==> config.mk <==
export PLATFORM = sky130hd
export DESIGN_NAME = detection_vote_tracker
export DESIGN_NICKNAME = d
export VERILOG_FILES = /design/src/rtl/dvt_pkg.sv /design/src/rtl/detection_vote_tracker.sv /design/src/rtl/dvt_entry_ram.sv /design/src/rtl/dvt_scan.sv
export SDC_FILE = /design/constraint.sdc
export NUM_CORES = 2
export LEC_CHECK = 0
export ABC_CLOCK_PERIOD_IN_PS = 5500
export BUFFER_PORTS_ARGS = -buffer_cell sky130_fd_sc_hd__buf_4
export CAP_MARGIN = 20
export CORE_MARGIN = 1.5
export CORE_UTILIZATION = 35
export DETAILED_ROUTE_END_ITERATION = 7
export PLACE_DENSITY_LB_ADDON = 0.3
export SLEW_MARGIN = 10
export SYNTH_ARGS = -nofsm -noshare
export SYNTH_HDL_FRONTEND = slang
export SYNTH_SLANG_ARGS = --single-unit
==> constraint.sdc <==
create_clock -name clk -period 5.5 [get_ports clk]
set_clock_uncertainty 0.2 [all_clocks]
set_input_delay 0.275 -clock clk [delete_from_list [all_inputs] [get_ports clk]]
set_output_delay 0.275 -clock clk [all_outputs]
set_load 0.05 [all_outputs]
==> src/rtl/dvt_pkg.sv <==
// Shared types and constants for the detection vote tracker.
package dvt_pkg;

	localparam int CX_W      = 12;
	localparam int RAD_W     = 16;
	localparam int VOTE_W    = 8;
	localparam int IDX_OUT_W = 6;

	localparam logic [VOTE_W-1:0] VOTE_SAT       = 8'hFF;
	localparam logic [VOTE_W-1:0] VOTE_LIMIT_RST = 8'd20;

	// one table entry as stored in the entry RAM
	typedef struct packed {
		logic [CX_W-1:0]   cx;
		logic [CX_W-1:0]   cy;
		logic [RAD_W-1:0]  radius;
		logic [VOTE_W-1:0] votes;
	} entry_t;

	// one result word handed from the scan engine to the output register
	typedef struct packed {
		logic                 matched;
		logic                 inserted;
		logic                 dropped;
		logic [IDX_OUT_W-1:0] entry_index;
		logic [VOTE_W-1:0]    vote_count;
		logic                 light_found;
	} res_t;

	typedef enum logic [1:0] {
		ST_IDLE,
		ST_SCAN,
		ST_WRITE,
		ST_POST
	} scan_state_t;

endpackage

==> src/rtl/detection_vote_tracker.sv <==
// Top level of the detection vote tracker: config register, scan engine, RAM, result register.
//
//  channel  | handshake               | payload
//  ---------+-------------------------+----------------------------------------------
//  det      | det_valid / det_stall   | center_x, center_y, radius_q4
//  res      | res_valid / res_stall   | matched, inserted, dropped, entry_index,
//           |                         | vote_count, light_found
//  cfg      | cfg_valid / cfg_ready   | cfg_data (vote limit)
//
// Per word, from accept to result, the scan makes one RAM read per entry in the
// table (at most CAPACITY) through the single read port, waits for the registered
// read data and for the read pipe to settle, then writes back and hands off.
// The next det word is taken in the cycle after the result lands in the output
// register, even while res_stall holds it there. While an untaken result
// blocks the output register the scan waits in its hand-off state and
// det_stall stays high.
// Reset empties the table (count only, RAM contents are not cleared), clears the
// found flag and loads the vote limit with 20. cfg is always ready.
module detection_vote_tracker #(
	parameter int CAPACITY = 64
) (
	input  logic                          clk,
	input  logic                          arst_n,
	// detection input
	input  logic                          det_valid,
	output logic                          det_stall,
	input  logic [dvt_pkg::CX_W-1:0]      center_x,
	input  logic [dvt_pkg::CX_W-1:0]      center_y,
	input  logic [dvt_pkg::RAD_W-1:0]     radius_q4,
	// result output
	output logic                          res_valid,
	input  logic                          res_stall,
	output logic                          matched,
	output logic                          inserted,
	output logic                          dropped,
	output logic [dvt_pkg::IDX_OUT_W-1:0] entry_index,
	output logic [dvt_pkg::VOTE_W-1:0]    vote_count,
	output logic                          light_found,
	// vote limit write
	input  logic                          cfg_valid,
	output logic                          cfg_ready,
	input  logic [dvt_pkg::VOTE_W-1:0]    cfg_data
);
	import dvt_pkg::*;

	// address and fill-count widths follow the table depth
	localparam int AW = (CAPACITY > 1) ? $clog2(CAPACITY) : 1;
	localparam int UW = $clog2(CAPACITY + 1);

	logic [VOTE_W-1:0] vote_limit_q;
	logic              res_valid_q;
	res_t              res_q;
	res_t              scan_res;
	logic              res_push;
	logic              out_free;
	logic              busy;
	logic              rd_en, wr_en;
	logic [AW-1:0]     rd_addr, wr_addr;
	entry_t            rd_data, wr_data;

	// config is taken any cycle; writes must come only while idle, which the block does not enforce
	assign cfg_ready = 1'b1;

	always_ff @(posedge clk or negedge arst_n) begin
		if (!arst_n) begin
			vote_limit_q <= VOTE_LIMIT_RST;
		end else if (cfg_valid) begin
			vote_limit_q <= cfg_data;
		end
	end

	// output register frees up in the same cycle its word is taken
	assign out_free = !res_valid_q || !res_stall;

	always_ff @(posedge clk or negedge arst_n) begin
		if (!arst_n) begin
			res_valid_q <= 1'b0;
		end else if (res_push) begin
			res_valid_q <= 1'b1;
		end else if (!res_stall) begin
			res_valid_q <= 1'b0;
		end
	end

	always_ff @(posedge clk) begin
		if (res_push) begin
			res_q <= scan_res;
		end
	end

	assign det_stall   = busy;
	assign res_valid   = res_valid_q;
	assign matched     = res_q.matched;
	assign inserted    = res_q.inserted;
	assign dropped     = res_q.dropped;
	assign entry_index = res_q.entry_index;
	assign vote_count  = res_q.vote_count;
	assign light_found = res_q.light_found;

	dvt_scan #(
		.CAPACITY (CAPACITY),
		.AW       (AW),
		.UW       (UW)
	) u_scan (
		.clk        (clk),
		.arst_n     (arst_n),
		.det_valid  (det_valid),
		.busy       (busy),
		.center_x   (center_x),
		.center_y   (center_y),
		.radius_q4  (radius_q4),
		.vote_limit (vote_limit_q),
		.out_free   (out_free),
		.res_push   (res_push),
		.res        (scan_res),
		.rd_en      (rd_en),
		.rd_addr    (rd_addr),
		.rd_data    (rd_data),
		.wr_en      (wr_en),
		.wr_addr    (wr_addr),
		.wr_data    (wr_data)
	);

	// one packed word per entry: centre, radius, votes
	dvt_entry_ram #(
		.DEPTH (CAPACITY),
		.AW    (AW)
	) u_ram (
		.clk     (clk),
		.rd_en   (rd_en),
		.rd_addr (rd_addr),
		.rd_data (rd_data),
		.wr_en   (wr_en),
		.wr_addr (wr_addr),
		.wr_data (wr_data)
	);

endmodule

==> src/rtl/dvt_entry_ram.sv <==
// Entry table RAM: one write port, one read port, registered read data.
module dvt_entry_ram #(
	parameter int DEPTH = 64,
	parameter int AW    = 6
) (
	input  logic             clk,
	input  logic             rd_en,
	input  logic [AW-1:0]    rd_addr,
	output dvt_pkg::entry_t  rd_data,
	input  logic             wr_en,
	input  logic [AW-1:0]    wr_addr,
	input  dvt_pkg::entry_t  wr_data
);
	import dvt_pkg::*;

	entry_t mem [DEPTH];
	entry_t rd_data_q;

	always_ff @(posedge clk) begin
		if (wr_en) begin
			mem[wr_addr] <= wr_data;
		end
	end

	always_ff @(posedge clk) begin
		if (rd_en) begin
			rd_data_q <= mem[rd_addr];
		end
	end

	assign rd_data = rd_data_q;

endmodule

==> src/rtl/dvt_scan.sv <==
// Scan engine: walks the entry RAM top down, votes or appends (or drops when the table is full), writes back.
module dvt_scan #(
	parameter int CAPACITY = 64,
	parameter int AW       = 6,
	parameter int UW       = 7
) (
	input  logic                          clk,
	input  logic                          arst_n,
	input  logic                          det_valid,
	output logic                          busy,
	input  logic [dvt_pkg::CX_W-1:0]      center_x,
	input  logic [dvt_pkg::CX_W-1:0]      center_y,
	input  logic [dvt_pkg::RAD_W-1:0]     radius_q4,
	input  logic [dvt_pkg::VOTE_W-1:0]    vote_limit,
	input  logic                          out_free,
	output logic                          res_push,
	output dvt_pkg::res_t                 res,
	output logic                          rd_en,
	output logic [AW-1:0]                 rd_addr,
	input  dvt_pkg::entry_t               rd_data,
	output logic                          wr_en,
	output logic [AW-1:0]                 wr_addr,
	output dvt_pkg::entry_t               wr_data
);
	import dvt_pkg::*;

	// open-square test on one axis, 12.4 units: |a - b| * 16 < r
	function automatic logic axis_hit(input logic [CX_W-1:0] a, input logic [CX_W-1:0] b,
			input logic [RAD_W-1:0] r);
		logic [CX_W-1:0] d;
		d = (a >= b) ? (a - b) : (b - a);
		return {d, 4'b0000} < r;
	endfunction

	scan_state_t state_q, state_d;

	logic [CX_W-1:0]   x_q, y_q;
	logic [RAD_W-1:0]  r_q;
	logic [UW-1:0]     used_q;
	logic [UW-1:0]     issue_cnt_q;
	logic [UW-1:0]     cnt_dec;
	logic              rv_s1;
	logic [AW-1:0]     ra_s1;
	logic              hit_q;
	logic [AW-1:0]     hit_idx_q;
	entry_t            hit_word_q;
	logic              over_q;
	logic              found_q;
	res_t              res_q;
	logic              full;
	logic              hit_now;
	logic              first_hit;
	logic [VOTE_W-1:0] sat_votes;
	logic              over_now;
	logic              accept;

	assign full      = (used_q == UW'(CAPACITY));
	assign cnt_dec   = issue_cnt_q - UW'(1);
	assign hit_now   = rv_s1 && axis_hit(x_q, rd_data.cx, rd_data.radius)
	                         && axis_hit(y_q, rd_data.cy, rd_data.radius);
	assign first_hit = hit_now && !hit_q;
	assign sat_votes = (rd_data.votes == VOTE_SAT) ? rd_data.votes
	                                               : rd_data.votes + VOTE_W'(1);
	// the first hit is checked with its new count, all others with the stored one
	assign over_now  = rv_s1 && (first_hit ? (sat_votes > vote_limit)
	                                       : (rd_data.votes > vote_limit));
	assign accept    = det_valid && (state_q == ST_IDLE);

	always_comb begin
		state_d  = state_q;
		busy     = 1'b1;
		rd_en    = 1'b0;
		rd_addr  = cnt_dec[AW-1:0];
		wr_en    = 1'b0;
		wr_addr  = hit_q ? hit_idx_q : used_q[AW-1:0];
		wr_data  = hit_q ? hit_word_q : entry_t'{cx: x_q, cy: y_q, radius: r_q, votes: '0};
		res_push = 1'b0;
		unique case (state_q)
			ST_IDLE: begin
				busy = 1'b0;
				if (det_valid) begin
					state_d = ST_SCAN;
				end
			end
			ST_SCAN: begin
				rd_en = (issue_cnt_q != '0);
				if ((issue_cnt_q == '0) && !rv_s1) begin
					state_d = ST_WRITE;
				end
			end
			ST_WRITE: begin
				wr_en   = hit_q || !full;
				state_d = ST_POST;
			end
			ST_POST: begin
				res_push = out_free;
				if (out_free) begin
					state_d = ST_IDLE;
				end
			end
			default: state_d = ST_IDLE;
		endcase
	end

	always_ff @(posedge clk or negedge arst_n) begin
		if (!arst_n) begin
			state_q     <= ST_IDLE;
			used_q      <= '0;
			found_q     <= 1'b0;
			issue_cnt_q <= '0;
			rv_s1       <= 1'b0;
			hit_q       <= 1'b0;
			over_q      <= 1'b0;
		end else begin
			state_q <= state_d;
			rv_s1   <= rd_en;
			if (accept) begin
				issue_cnt_q <= used_q;
				hit_q       <= 1'b0;
				over_q      <= 1'b0;
			end else begin
				if (rd_en) begin
					issue_cnt_q <= cnt_dec;
				end
				if (first_hit) begin
					hit_q <= 1'b1;
				end
				if (over_now) begin
					over_q <= 1'b1;
				end
			end
			if (state_q == ST_WRITE) begin
				found_q <= found_q | over_q;
				if (!hit_q && !full) begin
					used_q <= used_q + UW'(1);
				end
			end
		end
	end

	always_ff @(posedge clk) begin
		if (accept) begin
			x_q <= center_x;
			y_q <= center_y;
			r_q <= radius_q4;
		end
		ra_s1 <= rd_addr;
		if (first_hit) begin
			hit_idx_q  <= ra_s1;
			hit_word_q <= '{cx: rd_data.cx, cy: rd_data.cy, radius: rd_data.radius,
			                votes: sat_votes};
		end
		if (state_q == ST_WRITE) begin
			res_q.matched     <= hit_q;
			res_q.inserted    <= !hit_q && !full;
			res_q.dropped     <= !hit_q && full;
			res_q.entry_index <= hit_q ? IDX_OUT_W'(hit_idx_q)
			                     : (full ? '0 : IDX_OUT_W'(used_q[AW-1:0]));
			res_q.vote_count  <= hit_q ? hit_word_q.votes : '0;
			res_q.light_found <= found_q | over_q;
		end
	end

	assign res = res_q;

endmodule

# After elaboration in Yosys (flattened, before gate mapping)
# Memory sizes are Yosys's and may differ from the RTL's. A register that Yosys moved wholly into a read port is not among the register bits.
# Cells that the tools add are included.
# Widths: inputs -> output; s select.
[totals] ramBits=3072 out_inout_bits=21 elab_cells=103 mem_count=1 inputBits=53 ff_bits=165
[mem_list] name="u_ram.mem" words=64 width=48 rd=1 rd_ports_with_merged_regs=1 write_ports=1 line="dvt_entry_ram.sv:16" rtl="entry_t mem [DEPTH];"
[classes] magnitude_cmp=6 bitwise=1 eq_ne=9 n_mux=26 add_sub_neg=7 n_reduce_logical=23
[ops] operator="$mux 48" count=1
[ops] operator="$sub 12x12->12" count=4
[ops] operator="$lt 16x16->1" count=2
[ops] operator="$ge 12x12->1" count=2
[ops] operator="$mux 12" count=2
[ops] operator="$mux 6" count=3
[ops] operator="$gt 8x8->1" count=2
[ops] operator="$mux 7" count=2
[ops] operator="$mux 1" count=13
[ops] operator="$add 8x1->8 const B" count=1
[ops] operator="$eq 8x8->1 const B" count=1
[ops] operator="$logic_and 1x1->1" count=8
[ops] operator="$mux 8" count=1
[ops] operator="$pmux 2 s4" count=1
[ops] operator="$add 7x1->7 const B" count=1
[ops] operator="$eq 7x7->1 const B" count=1
[ops] operator="$logic_not 7->1" count=1
[ops] operator="$reduce_bool 7->1" count=1
[ops] operator="$sub 7x1->7 const B" count=1
[ops] operator="$mux 2" count=3
[ops] operator="$ne 2x1->1 const B" count=3
[ops] operator="$reduce_bool 2->1" count=3
[ops] operator="$logic_not 1->1" count=5
[ops] operator="$eq 2x2->1 const B" count=2
[ops] operator="other kinds (7)" count=8

# Depth between registers and ports, before layout
[depth] word_depth=10 mapped_depth=22 ltp_nobuf=20

# By module
# A second synthesis with hierarchy kept.
[unflattened] cells_unflattened=5787 area_unflattened_um2=127013.1
[modules_own_cells] module="dvt_entry_ram" instances=1 cells_per_inst=4970 seq_area_each_um2=93689.9 area_per_inst_um2=117597.8
[modules_own_cells] module="dvt_scan" instances=1 cells_per_inst=777 seq_area_each_um2=3983.8 area_per_inst_um2=8493.1
[modules_own_cells] module="detection_vote_tracker" instances=1 cells_per_inst=40 seq_area_each_um2=768.2 area_per_inst_um2=922.1

# Worst setup path before layout
# OpenSTA, ideal clock, no wires.
[synth_timing] path_type="reg2reg" start="register u_scan.x_q[0]" end="register u_scan.hit_idx_q[0], enable pin" path_buffers=1 path_stages_with_launch=20 setup_slack_ns=0.153 arrival_time_ns=4.739 period_less_slack_ns=5.347 required_ns=4.892 setup_time_ns=0.408 path_cell_list="edfxtp_1 > inv_1 > ha_1 > inv_1 > fa_1 > a21o_1 > a21oi_1 > a211o_2 > nand2_4 > buf_6 > mux2_4 > o2111ai_2 > o211ai_2 > xnor2_1 > ha_1 > nor2b_1 > o21ai_0 > o2111ai_1 > or4b_1 > inv_1"
[synth_between] elab_chain_len=6 elab_cells_between_ends=8 classes_between="add/sub: 2; order compare: 2; mux: 1; reduce/logical: 3"
[synth_lines] element="start, declared" line="dvt_scan.sv:37" rtl="logic [CX_W-1:0] x_q, y_q;"
[synth_lines] element="start signal, assigned" line="dvt_scan.sv:143" rtl="x_q <= center_x;"
[synth_lines] element="$sub 12x12->12 / $ge 12x12->1 (equally long branches)" line="dvt_scan.sv:31" rtl="d = (a >= b) ? (a - b) : (b - a);"
[synth_lines] element="$mux 12 *" line="dvt_scan.sv:31"
[synth_lines] element="$lt 16x16->1 *" line="dvt_scan.sv:32" rtl="return {d, 4'b0000} < r;"
[synth_lines] element="$logic_and 1x1->1 *" line="dvt_scan.sv:59" rtl="assign hit_now = rv_s1 && axis_hit(x_q, rd_data.cx, rd_data.radius)"
[synth_lines] element="$logic_and 1x1->1 *" line="dvt_scan.sv:60" rtl="&& axis_hit(y_q, rd_data.cy, rd_data.radius);"
[synth_lines] element="$logic_and 1x1->1 *" line="dvt_scan.sv:61" rtl="assign first_hit = hit_now && !hit_q;"
[synth_lines] element="named net u_scan.first_hit" line="dvt_scan.sv:52" rtl="logic first_hit;"
[synth_lines] element="end signal, assigned" line="dvt_scan.sv:149" rtl="hit_idx_q <= ra_s1;"
[synth_lines] element="end, declared" line="dvt_scan.sv:45" rtl="logic [AW-1:0] hit_idx_q;"
# Mark *: on every way through the listed nets, which the timed path passes. The rest lies on a longest branch.
# A chain may end at the register's enable or synchronous reset.

# Worst setup path in the final report
[layout_timing] start="register, netlist name u_ram.rd_data[46]" end="register u_scan.hit_word_q[36] (netlist bit), enable pin"
[layout_between] elab_chain_len=6 elab_cells_between_ends=8 classes_between="add/sub: 2; order compare: 2; mux: 1; reduce/logical: 3"
[layout_lines] element="$sub 12x12->12 / $ge 12x12->1 (equally long branches)" line="dvt_scan.sv:31"
[layout_lines] element="$mux 12 *" line="dvt_scan.sv:31"
[layout_lines] element="$lt 16x16->1 *" line="dvt_scan.sv:32"
[layout_lines] element="$logic_and 1x1->1 *" line="dvt_scan.sv:59"
[layout_lines] element="$logic_and 1x1->1 *" line="dvt_scan.sv:60"
[layout_lines] element="$logic_and 1x1->1 *" line="dvt_scan.sv:61"
[layout_lines] element="named net u_scan.first_hit" line="dvt_scan.sv:52"
[layout_lines] element="end signal, assigned" line="dvt_scan.sv:150" rtl="hit_word_q <= '{cx: rd_data.cx, cy: rd_data.cy, radius: rd_data.radius,"
[layout_lines] element="end, declared" line="dvt_scan.sv:46" rtl="entry_t hit_word_q;"
# Marks and branches as above.

==> metrics.txt <==
post-route setup TNS 0 ns; leakage 0.0478 µW; GRT overflow 0; final worst slack 0.343 ns; final core occ 40.9%; CTS H-tree lvls 5; Chip Height 609 µm; share of post-route cells with drive strength above 1 24.6%; slowest stage delay, CP 0.60 ns; Startpoint Class register; Gate Count Post-Synth between 6000 and 7000; Final min period 5.16 ns; DIE AREA 371000 µm²; Seq. cell area a little under 100000 µm²; Core Box Area 366000 µm²; total power about 92000 µW; peak supply drop between 1 and 1.5 mV; Most Frequent Cell on Critical Path ha_1; Arr. time, crit path 5.55 ns; Post-Route WL approximately 370000 µm; worst hold margin between 0.03 and 0.04 ns; Via density 5.59; Cell Area, Synth 128000 µm²; Warnings, synthesis 0; CTS tree built; Slew @ Worst Pin approximately 1.1 ns; Seq/Total Area, Yosys 76.6%; final worst path period share a little over nine tenths; routed via count 66900; setup slack at placement 0.313 ns; number of flops mapped to enable cells by yosys 3250; Power Dens Cells 612 nW/µm²; ranking of synthesized cells by area edfxtp_1 76%, mux4_2 13%, nand2_1 2.5%, a311oi_1 0.99%, ha_1 0.93%; nets 7024; CP Cell Sequence inv_1, ha_1, nand4_1, nor3_2, nor3_4, nand2_4, mux2_1, a22oi_4, o21ai_1, xor2_1, ha_1, a21oi_1, nor2b_1, o21ai_0, o2111ai_1, or4b_4, inv_4, clkbuf_16; FILL cells approximately 32000; max-cap violations 0; critical path class register to register; vias in the first global route 67300; largest net degree at the start of global routing 99; Remaining DRCs 0; wire length per cell 31.1 µm; multi-input combinational cell area 28800 µm²; area grow syn2layout 16.3%; dominant synthesized flop cell edfxtp_1; Final Hold Violating Endpoints 0; cell at the slowest stage of the critical path or4b_4; Req. time, crit path 5.89 ns; flops & latches, synth 3285; CP endpoint kind register; CTS clk-pin slew, worst paths 0.06 ns; drt pass-1 iters 5; Skew-Pair Late Insertion Delay approximately 0.93 ns; Top Ports 74; reg2reg start u_ram.rd_data[46]; Fmax between 150 and 200 MHz; DIE WIDTH 609 µm; CTS Buffer Depth 4; number of antenna violations at the first check in global routing 21; Synth Net Count 6569; status completed; GRT Resource Usage Total 19.7%; RSZ-0062 raised after global routing no; clock sinks about 3300; initial core utilization 35.1%; initial DRC count 8240; final RePlAce weighted congestion 0.845; cts bufs inserted about 340; Worst slew margin 26.3%; worst min-delay path startpoint center_y[1]; Synth top area share 76.0%; Netlist cell types 73; Final setup violation count 0; Synth Area per Inst 20.0 µm²; DRT antenna net count 0; Post-synth ARST share 0.883%; worst-path maximum fanout 20; CTS root buf clkbuf_16; final slew viol count 0; post-detail-place hpwl 200000 µm; min-delay worst type input port to register; # port buffers 72; first-pass GRT wire length 522000 µm; Rows 222; Synth area leader edfxtp_1; CP startpoint u_ram.rd_data[46]
## final cells by class
class | count | share of cell area, %
Sequential cell | 3285 | 65.9
Timing Repair Buffer | 467 | 3.20
Clock buffer | 418 | 5.96
Multi-Input combinational cell | 2677 | 19.3
Clock inverter | 205 | 1.39
Inverter | 98 | 0.260
Tap cell | 4816 | 4.03
Antenna cell | 10 | 0.0167
## critical path: cells and delay by family, from the launching register on
family / cells / cell delay, ns
and+or+nand+nor: 6 / 1.62
DFF: 1 / 0.38
adders and majority gates: 2 / 0.75
AOI/OAI and AO/OA: 5 / 0.77
buffers and inverters: 3 / 0.50
xor gates and xnor gates: 1 / 0.16
muxes: 1 / 0.39
## what timing repair did
action	in CTS	in global routing
endpoints found under the hold margin	99	0
hold buffers	108	0
setup endpoints to repair	0	54
resized for setup	0	5
buffers inserted	0	2
## where the power goes
group | internal (µW) | switching, µW | total [µW]
Combinational | 12600 | 23200 | 35800
Sequential | 32200 | 681 | 32900
Clock | 13000 | 9820 | 22800
Total | 57800 | 33700 | 91500
## layer usage
| metal | global-route usage (%) | share of wire [%] | vias up |
|---|---|---|---|
| li1 | - | - | 27000 |
| met4 | 5.55 | 2.9 | 4 |
| met3 | 3.30 | 7.9 | 559 |
| met1 | 27.5 | 41 | 36400 |
| met5 | 0 | 0.0062 | - |
| met2 | 31.8 | 48 | 2901 |
## kinds of logic (layout without fill, tap and decap cells)
group	count (synthesis)	count (layout)	share of synthesized area [%]
and+or+nand+nor	1316	1316	4.39
xor gates and xnor gates	39	39	0.286
AOI/OAI and AO/OA	408	408	2.26
adders and majority gates	100	100	0.997
buffers and inverters	454	1188	1.60
other	1	11	0.00292
muxes	813	813	13.8
DFF	3285	3285	76.6
## worst paths after layout
| path | endpoint | slack (ns) | cells after the start |
|---|---|---|---|
| min reg2reg | u_scan.hit_idx_q[2] | 0.21 | 0 |
| min in group asynchronous | vote_limit_q[3] | 0.17 | 4 |
| min | u_scan.y_q[1] | 0.04 | 2 |
| max | u_scan.hit_word_q[36] | 0.34 | 18 |
| max reg2reg | u_scan.hit_word_q[36] | 0.34 | 18 |
| max in group asynchronous | u_scan.hit_q | 4.65 | 4 |
## sequential cells by signal, summed over array words and instances, names as in the netlist, 12 cells and up
name	flops
u_ram.rd_data	48
u_scan.y_q	12
u_scan.hit_word_q	48
u_scan.x_q	12
u_ram.mem	3072
u_scan.res	18
u_scan.r_q	16
## cells in the final DEF, fill, tap and decap left out, types with 95 or more instances in the layout
cell type      synthesis  routed
mux4_2               768     768
nand2_1              847     847
ha_1                  96      95
nand3_1              206     206
buf_4                 49     282
a311oi_1             145     145
dlygate4sd3_1          0     107
and3_1               102     102
edfxtp_1            3250    3250
clkbuf_16              0     346
## synth_stat cells (3+ instances only)
library cell	instances
o21ai_0	54
nand2b_1	3
o31a_1	4
ha_1	96
a311oi_1	145
mux2i_1	16
o21ai_1	3
o21a_1	4
a21oi_1	82
xor2_1	12
o211ai_1	5
xnor2_1	25
inv_1	93
buf_1	66
a31oi_1	53
a21oi_2	3
and3_1	102
nor2b_1	11
nand2_1	847
mux2_2	26
clkbuf_1	139
a211oi_1	4
nand4_1	16
and2_1	17
a21o_1	26
edfxtp_1	3250
dfrtp_1	27
buf_4	49
mux4_2	768
nand3_1	206
nor3_1	5
buf_6	7
inv_2	5
nor2_1	96
fa_1	4
o2111ai_1	3
buf_2	95
dfxtp_1	6
## metrics by stage
stage               instances  cell area [µm²]
global placement        11200           137000
global route            12000           149000
finish                  12000           149000
floorplan                6416           128000
CTS                     11900           149000
detailed placement      11200           137000
(Power assumes the default switching activity.)
